$ cat src/hdl/es2c_pkg.sv
// package for the epoch seconds to calendar converter
// holds register indexes, divisor codes and reciprocals, the result layout and the month table
// no dependencies
package es2c_pkg;

  // configuration register indexes
  localparam logic [1:0] RegBaseYear     = 2'd0;
  localparam logic [1:0] RegEpochWeekday = 2'd1;
  localparam logic [1:0] RegNegInvalid   = 2'd2;

  localparam int unsigned CfgIndexW = 2;
  localparam int unsigned CfgDataW  = 12;

  // reset values of the configuration registers
  localparam logic [11:0] BaseYearReset     = 12'd1970;
  localparam logic [2:0]  EpochWeekdayReset = 3'd4;
  localparam logic        NegInvalidReset   = 1'b1;

  // what the shared divider is working on
  localparam logic [2:0] DivSec  = 3'd0;
  localparam logic [2:0] DivMin  = 3'd1;
  localparam logic [2:0] DivHour = 3'd2;
  localparam logic [2:0] DivWeek = 3'd3;
  localparam logic [2:0] DivBase = 3'd4;

  localparam int unsigned SubW     = 16;

  // result item, last field in the lowest bits
  typedef struct packed {
    logic [6:0]  pad;
    logic [8:0]  day_of_year;
    logic [2:0]  weekday;
    logic [7:0]  year_offset;
    logic [3:0]  month;
    logic [15:0] day_of_month;
    logic [4:0]  hour;
    logic [5:0]  minute;
    logic [5:0]  second;
  } es2c_result_t;

  // constant divisor for each divider pass
  function automatic logic [5:0] div_const(input logic [2:0] sel);
    logic [5:0] d;
    case (sel)
      DivSec:  d = 6'd60;
      DivMin:  d = 6'd60;
      DivHour: d = 6'd24;
      DivWeek: d = 6'd7;
      DivBase: d = 6'd25;
      default: d = 6'd60;
    endcase
    return d;
  endfunction

  // rounded-up reciprocal of the odd part of each divisor, exact for dividends below 2^30
  // 15 with a shift of 34, 3 with 32, 7 with 33, 25 with 35
  function automatic logic [30:0] div_recip(input logic [2:0] sel);
    logic [30:0] m;
    case (sel)
      DivSec:  m = 31'd1145324613;
      DivMin:  m = 31'd1145324613;
      DivHour: m = 31'd1431655766;
      DivWeek: m = 31'd1227133514;
      DivBase: m = 31'd1374389535;
      default: m = 31'd1145324613;
    endcase
    return m;
  endfunction

  // month length in a common year, 0 is January
  function automatic logic [4:0] month_len(input logic [3:0] mon);
    logic [4:0] l;
    case (mon)
      4'd1:    l = 5'd28;
      4'd3:    l = 5'd30;
      4'd5:    l = 5'd30;
      4'd8:    l = 5'd30;
      4'd10:   l = 5'd30;
      default: l = 5'd31;
    endcase
    return l;
  endfunction

endpackage

$ cat src/hdl/epoch_seconds_to_calendar.sv
// epoch seconds to calendar converter with the gregorian leap rule, depends on es2c_pkg
// one sequencer shares a reciprocal multiplier for divide passes and a 16-bit subtractor
// calendar mode runs five divide passes, each a multiply then a remainder step, then steps
//   years and months with a closing step each; elapsed mode ends after the hour pass
// throughput: one transaction at a time, the next is taken in the cycle after hand-off;
//   reset: asynchronous active low, base year 1970, weekday 4, negative time rejected
module epoch_seconds_to_calendar (
  input  logic        clk_i,
  input  logic        rst_ni,
  // input stream
  input  logic        s_axis_tvalid_i,
  output logic        s_axis_tready_o,
  input  logic [31:0] s_axis_tdata_i,   // [31:0] seconds_value
  input  logic [0:0]  s_axis_tuser_i,   // [0] elapsed_mode
  // result stream
  output logic        m_axis_tvalid_o,
  input  logic        m_axis_tready_i,
  // [5:0] second, [11:6] minute, [16:12] hour, [32:17] day_of_month,
  // [36:33] month, [44:37] year_offset, [47:45] weekday, [56:48] day_of_year
  output logic [63:0] m_axis_tdata_o,
  // configuration write channel
  input  logic                           cfg_valid_i,
  output logic                           cfg_ready_o,
  input  logic [es2c_pkg::CfgIndexW-1:0] cfg_index_i,
  input  logic [es2c_pkg::CfgDataW-1:0]  cfg_data_i
);

  // sequencer states
  localparam logic [2:0] S_IDLE = 3'd0;
  localparam logic [2:0] S_DIV  = 3'd1;
  localparam logic [2:0] S_YEAR = 3'd2;
  localparam logic [2:0] S_MON  = 3'd3;
  localparam logic [2:0] S_DONE = 3'd4;

  // configuration registers
  logic [11:0] base_year_q;
  logic [2:0]  epoch_wd_q;
  logic        neg_inv_q;

  // sequencer and working registers
  logic [2:0]  state_q, state_d;
  logic [2:0]  sel_q, sel_d;          // which divider pass is running
  logic        cnt_q, cnt_d;          // divider phase, 0 multiply, 1 remainder
  logic [31:0] dvd_q, dvd_d;          // dividend of the running pass
  logic [31:0] quo_q, quo_d;          // quotient of the running pass
  logic        elapsed_q, elapsed_d;
  logic [15:0] days_q, days_d;        // remaining day count
  logic [12:0] year_q, year_d;        // calendar year being stepped
  logic [4:0]  r25_q, r25_d;          // year modulo 25, kept alongside year_q
  logic        leap_q, leap_d;        // leap flag of the final year
  logic [3:0]  mon_q, mon_d;
  es2c_pkg::es2c_result_t res_q, res_d;   // result under construction
  es2c_pkg::es2c_result_t out_q;          // output register
  logic        out_valid_q, out_valid_d;

  // shared subtractor
  logic [es2c_pkg::SubW-1:0] sub_a, sub_b;
  logic [es2c_pkg::SubW:0]   sub_diff;
  logic                      sub_borrow;

  logic [29:0] mul_n;       // dividend with the divisor's power of two shifted out
  logic [60:0] mul_p;
  logic [31:0] mul_quo;
  logic [5:0]  qd_prod;     // low bits of quotient times divisor
  logic [5:0]  div_rem;
  logic        leap_now;    // leap flag of year_q
  logic [4:0]  mlen;
  logic        out_load;

  assign s_axis_tready_o = (state_q == S_IDLE);
  assign cfg_ready_o     = 1'b1;
  assign m_axis_tvalid_o = out_valid_q;
  assign m_axis_tdata_o  = out_q;

  // divisible by 4 and not a century, or divisible by 400 (16 and 25)
  assign leap_now = (year_q[1:0] == 2'b00) && ((r25_q != 5'd0) || (year_q[3:0] == 4'd0));
  assign mlen     = es2c_pkg::month_len(mon_q) + {4'd0, (mon_q == 4'd1) && leap_q};

  // reciprocal division: 60 is 4 times 15, 24 is 8 times 3
  always_comb begin
    case (sel_q)
      es2c_pkg::DivSec, es2c_pkg::DivMin: begin
        mul_n = dvd_q[31:2];
      end
      es2c_pkg::DivHour: begin
        mul_n = {1'b0, dvd_q[31:3]};
      end
      default: begin
        // day count plus weekday and base year stay far below 2^30
        mul_n = dvd_q[29:0];
      end
    endcase
  end

  assign mul_p = {31'd0, mul_n} * {30'd0, es2c_pkg::div_recip(sel_q)};

  always_comb begin
    case (sel_q)
      es2c_pkg::DivSec, es2c_pkg::DivMin: mul_quo = {5'd0, mul_p[60:34]};
      es2c_pkg::DivHour:                  mul_quo = {3'd0, mul_p[60:32]};
      es2c_pkg::DivWeek:                  mul_quo = {4'd0, mul_p[60:33]};
      default:                            mul_quo = {6'd0, mul_p[60:35]};
    endcase
  end

  // the true remainder is below 64, so only the low six bits take part
  assign qd_prod = quo_q[5:0] * es2c_pkg::div_const(sel_q);

  // operand selection for the one subtractor
  always_comb begin
    case (state_q)
      S_YEAR: begin
        sub_a = days_q;
        sub_b = 16'd365 + {15'd0, leap_now};
      end
      S_MON: begin
        sub_a = days_q;
        sub_b = {11'd0, mlen};
      end
      default: begin
        sub_a = {10'd0, dvd_q[5:0]};
        sub_b = {10'd0, qd_prod};
      end
    endcase
  end

  assign sub_diff   = {1'b0, sub_a} - {1'b0, sub_b};
  assign sub_borrow = sub_diff[es2c_pkg::SubW];

  assign div_rem  = sub_diff[5:0];

  assign out_load = (state_q == S_DONE) && (!out_valid_q || m_axis_tready_i);

  always_comb begin
    state_d     = state_q;
    sel_d       = sel_q;
    cnt_d       = cnt_q;
    dvd_d       = dvd_q;
    quo_d       = quo_q;
    elapsed_d   = elapsed_q;
    days_d      = days_q;
    year_d      = year_q;
    r25_d       = r25_q;
    leap_d      = leap_q;
    mon_d       = mon_q;
    res_d       = res_q;
    out_valid_d = out_valid_q;

    if (out_valid_q && m_axis_tready_i) begin
      out_valid_d = 1'b0;
    end

    case (state_q)
      S_IDLE: begin
        if (s_axis_tvalid_i) begin
          res_d     = '0;
          elapsed_d = s_axis_tuser_i[0];
          dvd_d     = s_axis_tdata_i;
          cnt_d     = 1'b0;
          sel_d     = es2c_pkg::DivSec;
          // negative time with rejection on gives an all-zero result
          if (neg_inv_q && s_axis_tdata_i[31]) begin
            state_d = S_DONE;
          end else begin
            state_d = S_DIV;
          end
        end
      end

      S_DIV: begin
        if (!cnt_q) begin
          // quotient from the reciprocal product, remainder next cycle
          quo_d = mul_quo;
          cnt_d = 1'b1;
        end else begin
          cnt_d = 1'b0;
          dvd_d = quo_q;
          case (sel_q)
            es2c_pkg::DivSec: begin
              res_d.second = div_rem;
              sel_d        = es2c_pkg::DivMin;
            end
            es2c_pkg::DivMin: begin
              res_d.minute = div_rem;
              sel_d        = es2c_pkg::DivHour;
            end
            es2c_pkg::DivHour: begin
              res_d.hour = div_rem[4:0];
              days_d     = quo_q[15:0];
              if (elapsed_q) begin
                res_d.day_of_month = quo_q[15:0];
                state_d            = S_DONE;
              end else begin
                dvd_d = {15'd0, {1'b0, quo_q[15:0]} + {14'd0, epoch_wd_q}};
                sel_d = es2c_pkg::DivWeek;
              end
            end
            es2c_pkg::DivWeek: begin
              res_d.weekday = div_rem[2:0];
              dvd_d         = {20'd0, base_year_q};
              sel_d         = es2c_pkg::DivBase;
            end
            default: begin
              // base year modulo 25 seeds the leap tracking
              r25_d   = div_rem[4:0];
              year_d  = {1'b0, base_year_q};
              state_d = S_YEAR;
            end
          endcase
        end
      end

      S_YEAR: begin
        if (sub_borrow) begin
          leap_d            = leap_now;
          res_d.day_of_year = days_q[8:0];
          mon_d             = '0;
          state_d           = S_MON;
        end else begin
          days_d            = sub_diff[15:0];
          year_d            = year_q + 13'd1;
          res_d.year_offset = res_q.year_offset + 8'd1;
          r25_d             = (r25_q == 5'd24) ? 5'd0 : r25_q + 5'd1;
        end
      end

      S_MON: begin
        if (sub_borrow || (mon_q == 4'd11)) begin
          res_d.month        = mon_q;
          res_d.day_of_month = {11'd0, days_q[4:0] + 5'd1};
          state_d            = S_DONE;
        end else begin
          days_d = sub_diff[15:0];
          mon_d  = mon_q + 4'd1;
        end
      end

      S_DONE: begin
        if (out_load) begin
          out_valid_d = 1'b1;
          state_d     = S_IDLE;
        end
      end

      default: begin
        state_d = S_IDLE;
      end
    endcase
  end

  // control state and configuration
  always_ff @(posedge clk_i or negedge rst_ni) begin
    if (!rst_ni) begin
      state_q     <= S_IDLE;
      out_valid_q <= 1'b0;
      base_year_q <= es2c_pkg::BaseYearReset;
      epoch_wd_q  <= es2c_pkg::EpochWeekdayReset;
      neg_inv_q   <= es2c_pkg::NegInvalidReset;
    end else begin
      state_q     <= state_d;
      out_valid_q <= out_valid_d;
      // writes to unknown indexes are dropped
      if (cfg_valid_i) begin
        case (cfg_index_i)
          es2c_pkg::RegBaseYear:     base_year_q <= cfg_data_i[11:0];
          es2c_pkg::RegEpochWeekday: epoch_wd_q  <= cfg_data_i[2:0];
          es2c_pkg::RegNegInvalid:   neg_inv_q   <= cfg_data_i[0];
          default: ;
        endcase
      end
    end
  end

  // payload and working registers
  always_ff @(posedge clk_i) begin
    sel_q     <= sel_d;
    cnt_q     <= cnt_d;
    dvd_q     <= dvd_d;
    quo_q     <= quo_d;
    elapsed_q <= elapsed_d;
    days_q    <= days_d;
    year_q    <= year_d;
    r25_q     <= r25_d;
    leap_q    <= leap_d;
    mon_q     <= mon_d;
    res_q     <= res_d;
    if (out_load) begin
      out_q <= res_q;
    end
  end

`ifndef ASSERT_OFF
  // month stepping never runs past december
  a_mon_range: assert property (@(posedge clk_i) disable iff (!rst_ni)
    (state_q == S_MON) |-> (mon_q <= 4'd11))
    else $error("month index out of range");

  // the modulo-25 tracker stays in range while years are stepped
  a_r25_range: assert property (@(posedge clk_i) disable iff (!rst_ni)
    (state_q == S_YEAR) |-> (r25_q < 5'd25))
    else $error("year modulo 25 out of range");

  // negative time skips all arithmetic
  a_neg_skip: assert property (@(posedge clk_i) disable iff (!rst_ni)
    (s_axis_tvalid_i && s_axis_tready_o && neg_inv_q && s_axis_tdata_i[31])
    |=> (state_q == S_DONE))
    else $error("negative time did not go straight to hand-off");

  // a taken result without a new one behind it leaves the output empty
  a_out_drain: assert property (@(posedge clk_i) disable iff (!rst_ni)
    (m_axis_tvalid_o && m_axis_tready_i && !out_load) |=> !m_axis_tvalid_o)
    else $error("result repeated after transaction");

  // the output register is never overwritten while a result is stalled
  a_no_overwrite: assert property (@(posedge clk_i) disable iff (!rst_ni)
    (m_axis_tvalid_o && !m_axis_tready_i) |-> !out_load)
    else $error("stalled result overwritten");
`endif

endmodule

$ cat config.mk
export PLATFORM = sky130hd
export DESIGN_NAME = epoch_seconds_to_calendar
export DESIGN_NICKNAME = d
export VERILOG_FILES = /design/src/hdl/es2c_pkg.sv /design/src/hdl/epoch_seconds_to_calendar.sv
export SDC_FILE = /design/constraint.sdc
export NUM_CORES = 2
export LEC_CHECK = 0
export ABC_CLOCK_PERIOD_IN_PS = 12000
export BUFFER_PORTS_ARGS = -buffer_cell sky130_fd_sc_hd__buf_2
export CORE_AREA = 2 2 251 253
export DETAILED_ROUTE_END_ITERATION = 16
export DIE_AREA = 0 0 253 255
export PLACE_DENSITY = 0.73
export SYNTH_ARGS = -nofsm -noshare
export SYNTH_HDL_FRONTEND = slang
export SYNTH_SLANG_ARGS = --single-unit
$ cat constraint.sdc
create_clock -name clk_i -period 12 [get_ports clk_i]
set_clock_uncertainty 0.1 [all_clocks]
set_input_delay 2.4 -clock clk_i [delete_from_list [all_inputs] [get_ports clk_i]]
set_output_delay 2.4 -clock clk_i [all_outputs]
set_load 0.02 [all_outputs]
-- Word-level counts from Yosys, hierarchy flattened
Index checks and enable logic that the tools add are counted.
- add/sub/neg operators: 9
- $mul: 2
- equality and inequality tests: 34
- multiplexer cells: 66
- bitwise gates (word level): 1
- reductions and logical operators: 48
- operator list (kind ; count):
    29-bit one-hot mux with 3 select lines ; 2
    32-bit one-hot mux with 2 select lines ; 2
    16-bit 2-to-1 mux ; 6
    32-bit 2-to-1 mux ; 3
    16-bit one-hot mux with 3 select lines ; 2
    30-bit by 31-bit multiplier with 61-bit output ; 1
    30-bit one-hot mux with 2 select lines ; 1
    57-bit 2-to-1 mux ; 1
    13-bit 2-to-1 mux ; 3
    3-bit 2-to-1 mux ; 12
    17-bit one-hot mux with 2 select lines ; 1
    33-bit 2-to-1 mux ; 1
    13-bit one-hot mux with 2 select lines ; 1
    21-bit 2-to-1 mux ; 1
    20-bit 2-to-1 mux ; 1
    5-bit 2-to-1 mux ; 4
    2-bit inequality test, second input constant ; 10
    10-bit one-hot mux with 2 select lines ; 1
    4-bit AND reduction ; 5
    3-bit one-hot mux with 2 select lines ; 3
    6-bit one-hot mux with 3 select lines ; 1
    9-bit one-hot mux with 2 select lines ; 1
    16-bit by 3-bit adder with 17-bit output ; 1
    16-bit by 16-bit subtractor with 17-bit output ; 1
    other kinds (50) ; 95
- bits in registers: 242
- output and inout port bits: 67
- word-level logic and storage cells: 191

-- Depth between registers and ports, before layout
- depth in word-level cells: 9
- mapped depth: 36
- depth with buffers taken out: 34

-- Worst setup path after synthesis
No wires, ideal clock.
- kind: flip-flop to flip-flop
- start point: register sel_q[2]
- end point: register quo_q[23] (data pin)
- library setup time: 254 ps
- arrival: 8313 ps
- required time: 11646 ps
- slack: 3333 ps
- stages on the path, launching flop included: 35
- cells stage by stage: edfxtp_1 buf_6 clkbuf_1 nor2_1 clkbuf_1 a22o_1 a21oi_1 inv_1 nand2_1 inv_1 fa_1 inv_1 fa_1 inv_1 fa_1 inv_1 fa_1 inv_1 fa_1 fa_1 fa_1 inv_1 fa_1 inv_1 ha_1 a21oi_1 o21ai_0 a221oi_1 nor2_1 o311ai_4 a21boi_2 o221ai_2 xor2_2 o221ai_1 a21o_1
- longest elaborated chain between the ends: 5
- ends and longest elaborated chain (what ; RTL line ; source):
    start: declaration ; epoch_seconds_to_calendar.sv:42 ; logic [2:0] sel_q, sel_d;
    start signal: assignment ; epoch_seconds_to_calendar.sv:276 ; sel_q <= sel_d;
    3-bit by 1-bit equality test with 1-bit output / 3-bit zero test (equally long branches) ; epoch_seconds_to_calendar.sv:81, epoch_seconds_to_calendar.sv:98 ;
    2-bit OR reduction ; epoch_seconds_to_calendar.sv:81, epoch_seconds_to_calendar.sv:98 ;
    30-bit one-hot mux with 2 select lines ; epoch_seconds_to_calendar.sv:81 ; case (sel_q)
    30-bit by 31-bit multiplier with 61-bit output ; epoch_seconds_to_calendar.sv:95 ; assign mul_p = {31'd0, mul_n} * {30'd0, es2c_pkg::div_recip(sel_q)};
    29-bit one-hot mux with 3 select lines (*) ; epoch_seconds_to_calendar.sv:98 ; case (sel_q)
    net mul_quo[23] ; epoch_seconds_to_calendar.sv:63 ; logic [31:0] mul_quo;
    end signal: assignment ; epoch_seconds_to_calendar.sv:279 ; quo_q <= quo_d;
    end: declaration ; epoch_seconds_to_calendar.sv:45 ; logic [31:0] quo_q, quo_d;
Mark *: on every way through the listed nets, which the timed path passes. The rest lies on a longest branch.
A chain may end at the register's enable or synchronous reset.

-- Worst setup path in the final report
- start point: register sel_q[1]
- end point: register quo_q[18] (data pin)
Same word-level chain as after synthesis.

==> summary.md <==
| Metric | Value |
|---|---|
| Slowest Stage Delay on Critical Path | `0.99 ns` |
| Detail Route Antenna Nets | `0` |
| Full die area | `0.0645 mm2` |
| HPWL after DPL | `107000 um` |
| Final wirelength | `125000 um` |
| Compound-gate portion of the synthesized area | `0.0921` |
| Share of post-route cells with drive strength above 1 | `0.0714` |
| Global-route wire length before repair | `184000 um` |
| Critical path type | `register to register` |
| #FFs+latches synth | `230` |
| Cell area after synthesis | `0.0366 mm2` |
| Port buffer count | `110` |
| Crit-path slowest cell | `nor2_1` |
| Count of cell types in the netlist | `89` |
| RSZ-0062 raised after global routing | `no` |
| Deepest clock path buffer count | `3` |
| CP delay by family, top | `adder cells` |
| Count of final hold-check violations | `0` |
| Min-delay worst type | `register to register` |
| Hold path start | `res_q[15]` |
| Post-cts resize count | `0` |
| Mean number of vias per cell | `6.00` |
| Final setup viols | `0` |
| Post-synthesis xor/xnor area fraction | `0.0181` |
| DRT Pass-1 Iters | `8` |
| Syn_area_per_cell | `9.75 um2` |
| Largest family of logic cells by synthesized area | `adder cells` |
| Initial Util | `0.589` |
| Critical Path End Type | `register` |
| Post-synthesis mux area share | `0.00881` |
| Worst-path clk slew | `0.07 ns` |
| N_diodes | `0` |
| Vias after detailed routing | `27700` |
| Simple-gate share of the synthesized area | `0.0997` |
| Final period util | `0.928` |
| GPL Wtd Cong | `1.07` |
| Crit path required time | `12.24 ns` |
| CTS tree | `yes` |
| H-tree lvl count | `1` |
| Adder-cell area share of the yosys netlist | `0.485` |
| Hold Buf Count CTS | `0` |
| FP Rows | `92` |
| Initial DRC count | `2943` |
| Die Y | `255 um` |
| TNS Setup | `0 ns` |
| Worst Max-Slew Pin Slew | `1.28 ns` |
| Initial antenna violation count | `1` |
| GRT Total Usage | `0.396` |
| Status | `completed` |
| Area delta synth->final | `5.77%` |
| Critical Path Fanout Max | `13` |
| Setup crit start kind | `register` |
| Core ar. | `0.0622 mm2` |
| FILL cells | `5283` |
| Worst slew margin | `0.147` |
| Post-CTS Setup Inserts | `0` |
| Die span in x | `253 um` |
| R2R Path Start | `sel_q[1]` |
| GRT Residual Overflow | `0` |
| Buf/Inv on CP | `6` |
| IO Pins | `119` |
| Max Fclk | `0.0898 GHz` |
| Vias in the first global route | `28100` |
| Max-cap violations | `0` |
| Worst setup startpoint | `sel_q[1]` |
| Tmin final | `11.14 ns` |
| Post-synth EDFFs | `210` |
| Worst EP arrival | `11.38 ns` |
| Root buffer cell | `clkbuf_16` |
| Residual DRC count | `0` |
| Clk_lat worst skew | `0.52 ns` |
| Main synth FF type | `edfxtp_1` |
| FFs w/ async S/R, synth | `0.0870` |
| Final #Nets | `4914` |
| Sequential area share after synthesis | `0.186` |
| Clk sinks | `230` |
| Final Slew Violations | `0` |
| Critical path's most frequent cell | `fa_1` |
| Number of clock buffers inserted by TritonCTS | `21` |
| Wire per inst | `27.0 um` |
| Post-Synthesis Cells | `3757` |
| Pin count of the biggest net entering global routing | `59` |
| Yosys warning count | `0` |
kinds of logic after synthesis:
family | count (synthesis)
mux | 30
buf+inv | 1057
other cells | 2
xor+xnor | 74
fa+ha+maj | 1048
simple gates | 819
compound gates | 497
flops | 230
routing by layer:
layer  global-route usage  routed length [um]  vias up
met5                    0                  17        -
met3               0.0820               13700      308
met2                0.605               54900     1723
li1                     -                   -    12000
met4                0.197                7630        2
met1                0.541               48600    13700
path summary, 6_finish.rpt:
| check | end | slack, ns | cells past startpoint |
|---|---|---|---|
| setup / recovery | quo_q[18] | 0.86 | 29 |
| hold / removal | m_axis_tdata_o[15] | 0.32 | 0 |
| setup reg to reg | quo_q[18] | 0.86 | 29 |
| hold reg to reg | m_axis_tdata_o[15] | 0.32 | 0 |
| max in group asynchronous | base_year_q[7] | 9.67 | 1 |
| min in group asynchronous | base_year_q[6] | 1.76 | 1 |
layout by cell type (no fill, tap or decap), types with 45 or more instances in the layout:
master    count
o21ai_0     114
edfxtp_1    210
inv_1       916
buf_4        54
a21oi_1     118
a22o_1       45
fa_1        621
ha_1        427
nor2_1      284
buf_2       110
nand2_1     300
per-stage QoR:
step / instance area (um2) / setup slack (ns) / hold slack (ns) / utilization / instances
after floorplan: 36700 / 3.33 / 0.300 / - / 3766
after global placement: 38100 / 1.22 / 0.300 / 0.613 / 4590
after detailed placement: 38100 / 1.25 / 0.305 / 0.613 / 4590
after CTS: 38700 / 1.19 / 0.320 / 0.623 / 4625
after global routing: 38700 / 0.554 / 0.325 / 0.623 / 4625
final: 38700 / 0.861 / 0.318 / 0.623 / 4625
registers in the layout (all words and copies together) (netlist names), 4 cells and up:
register        flops
mon_q               4
year_q              4
r25_q               5
dvd_q              32
quo_q              29
base_year_q        12
m_axis_tdata_o     57
days_q             16
res_q              57
synth_stat cells, types with 10 or more instances:
| cell | count | share of area |
|---|---|---|
| o22a_1 | 10 | 0.0024 |
| a22oi_1 | 10 | 0.0020 |
| nand3_1 | 40 | 0.0055 |
| o22ai_1 | 23 | 0.0039 |
| xor2_1 | 29 | 0.0069 |
| nand2_1 | 303 | 0.031 |
| mux2_2 | 18 | 0.0055 |
| nand4_1 | 27 | 0.0046 |
| nand2b_1 | 13 | 0.0022 |
| and3_1 | 44 | 0.0075 |
| nor3_1 | 25 | 0.0034 |
| o211ai_1 | 14 | 0.0029 |
| clkbuf_1 | 112 | 0.011 |
| a221oi_1 | 14 | 0.0033 |
| o21ai_0 | 114 | 0.016 |
| a21o_1 | 38 | 0.0078 |
| dfrtp_1 | 11 | 0.0075 |
| o221ai_1 | 10 | 0.0024 |
| nor2_1 | 290 | 0.030 |
| and2_1 | 30 | 0.0051 |
| fa_1 | 621 | 0.34 |
| edfxtp_1 | 210 | 0.17 |
| buf_1 | 16 | 0.0016 |
| a22o_1 | 45 | 0.011 |
| xnor2_1 | 43 | 0.010 |
| ha_1 | 427 | 0.15 |
| mux2i_1 | 12 | 0.0033 |
| a21oi_1 | 118 | 0.016 |
| a211oi_1 | 12 | 0.0025 |
| inv_1 | 917 | 0.094 |
| a31oi_1 | 12 | 0.0020 |
layout make-up:
type,instances,area [um2],area share
well taps,799,1000,0.0258
flip-flops and latches,230,6820,0.176
clock buffers,22,529,0.0137
multi-input cells,2479,25900,0.668
repair buffers,164,956,0.0247
clock inverters,13,108,0.00278
inverters,918,3450,0.0890
Power is left out: the tool's default activity adds up to more than one toggle a clock period on the data nets, which glitch-free logic cannot reach.
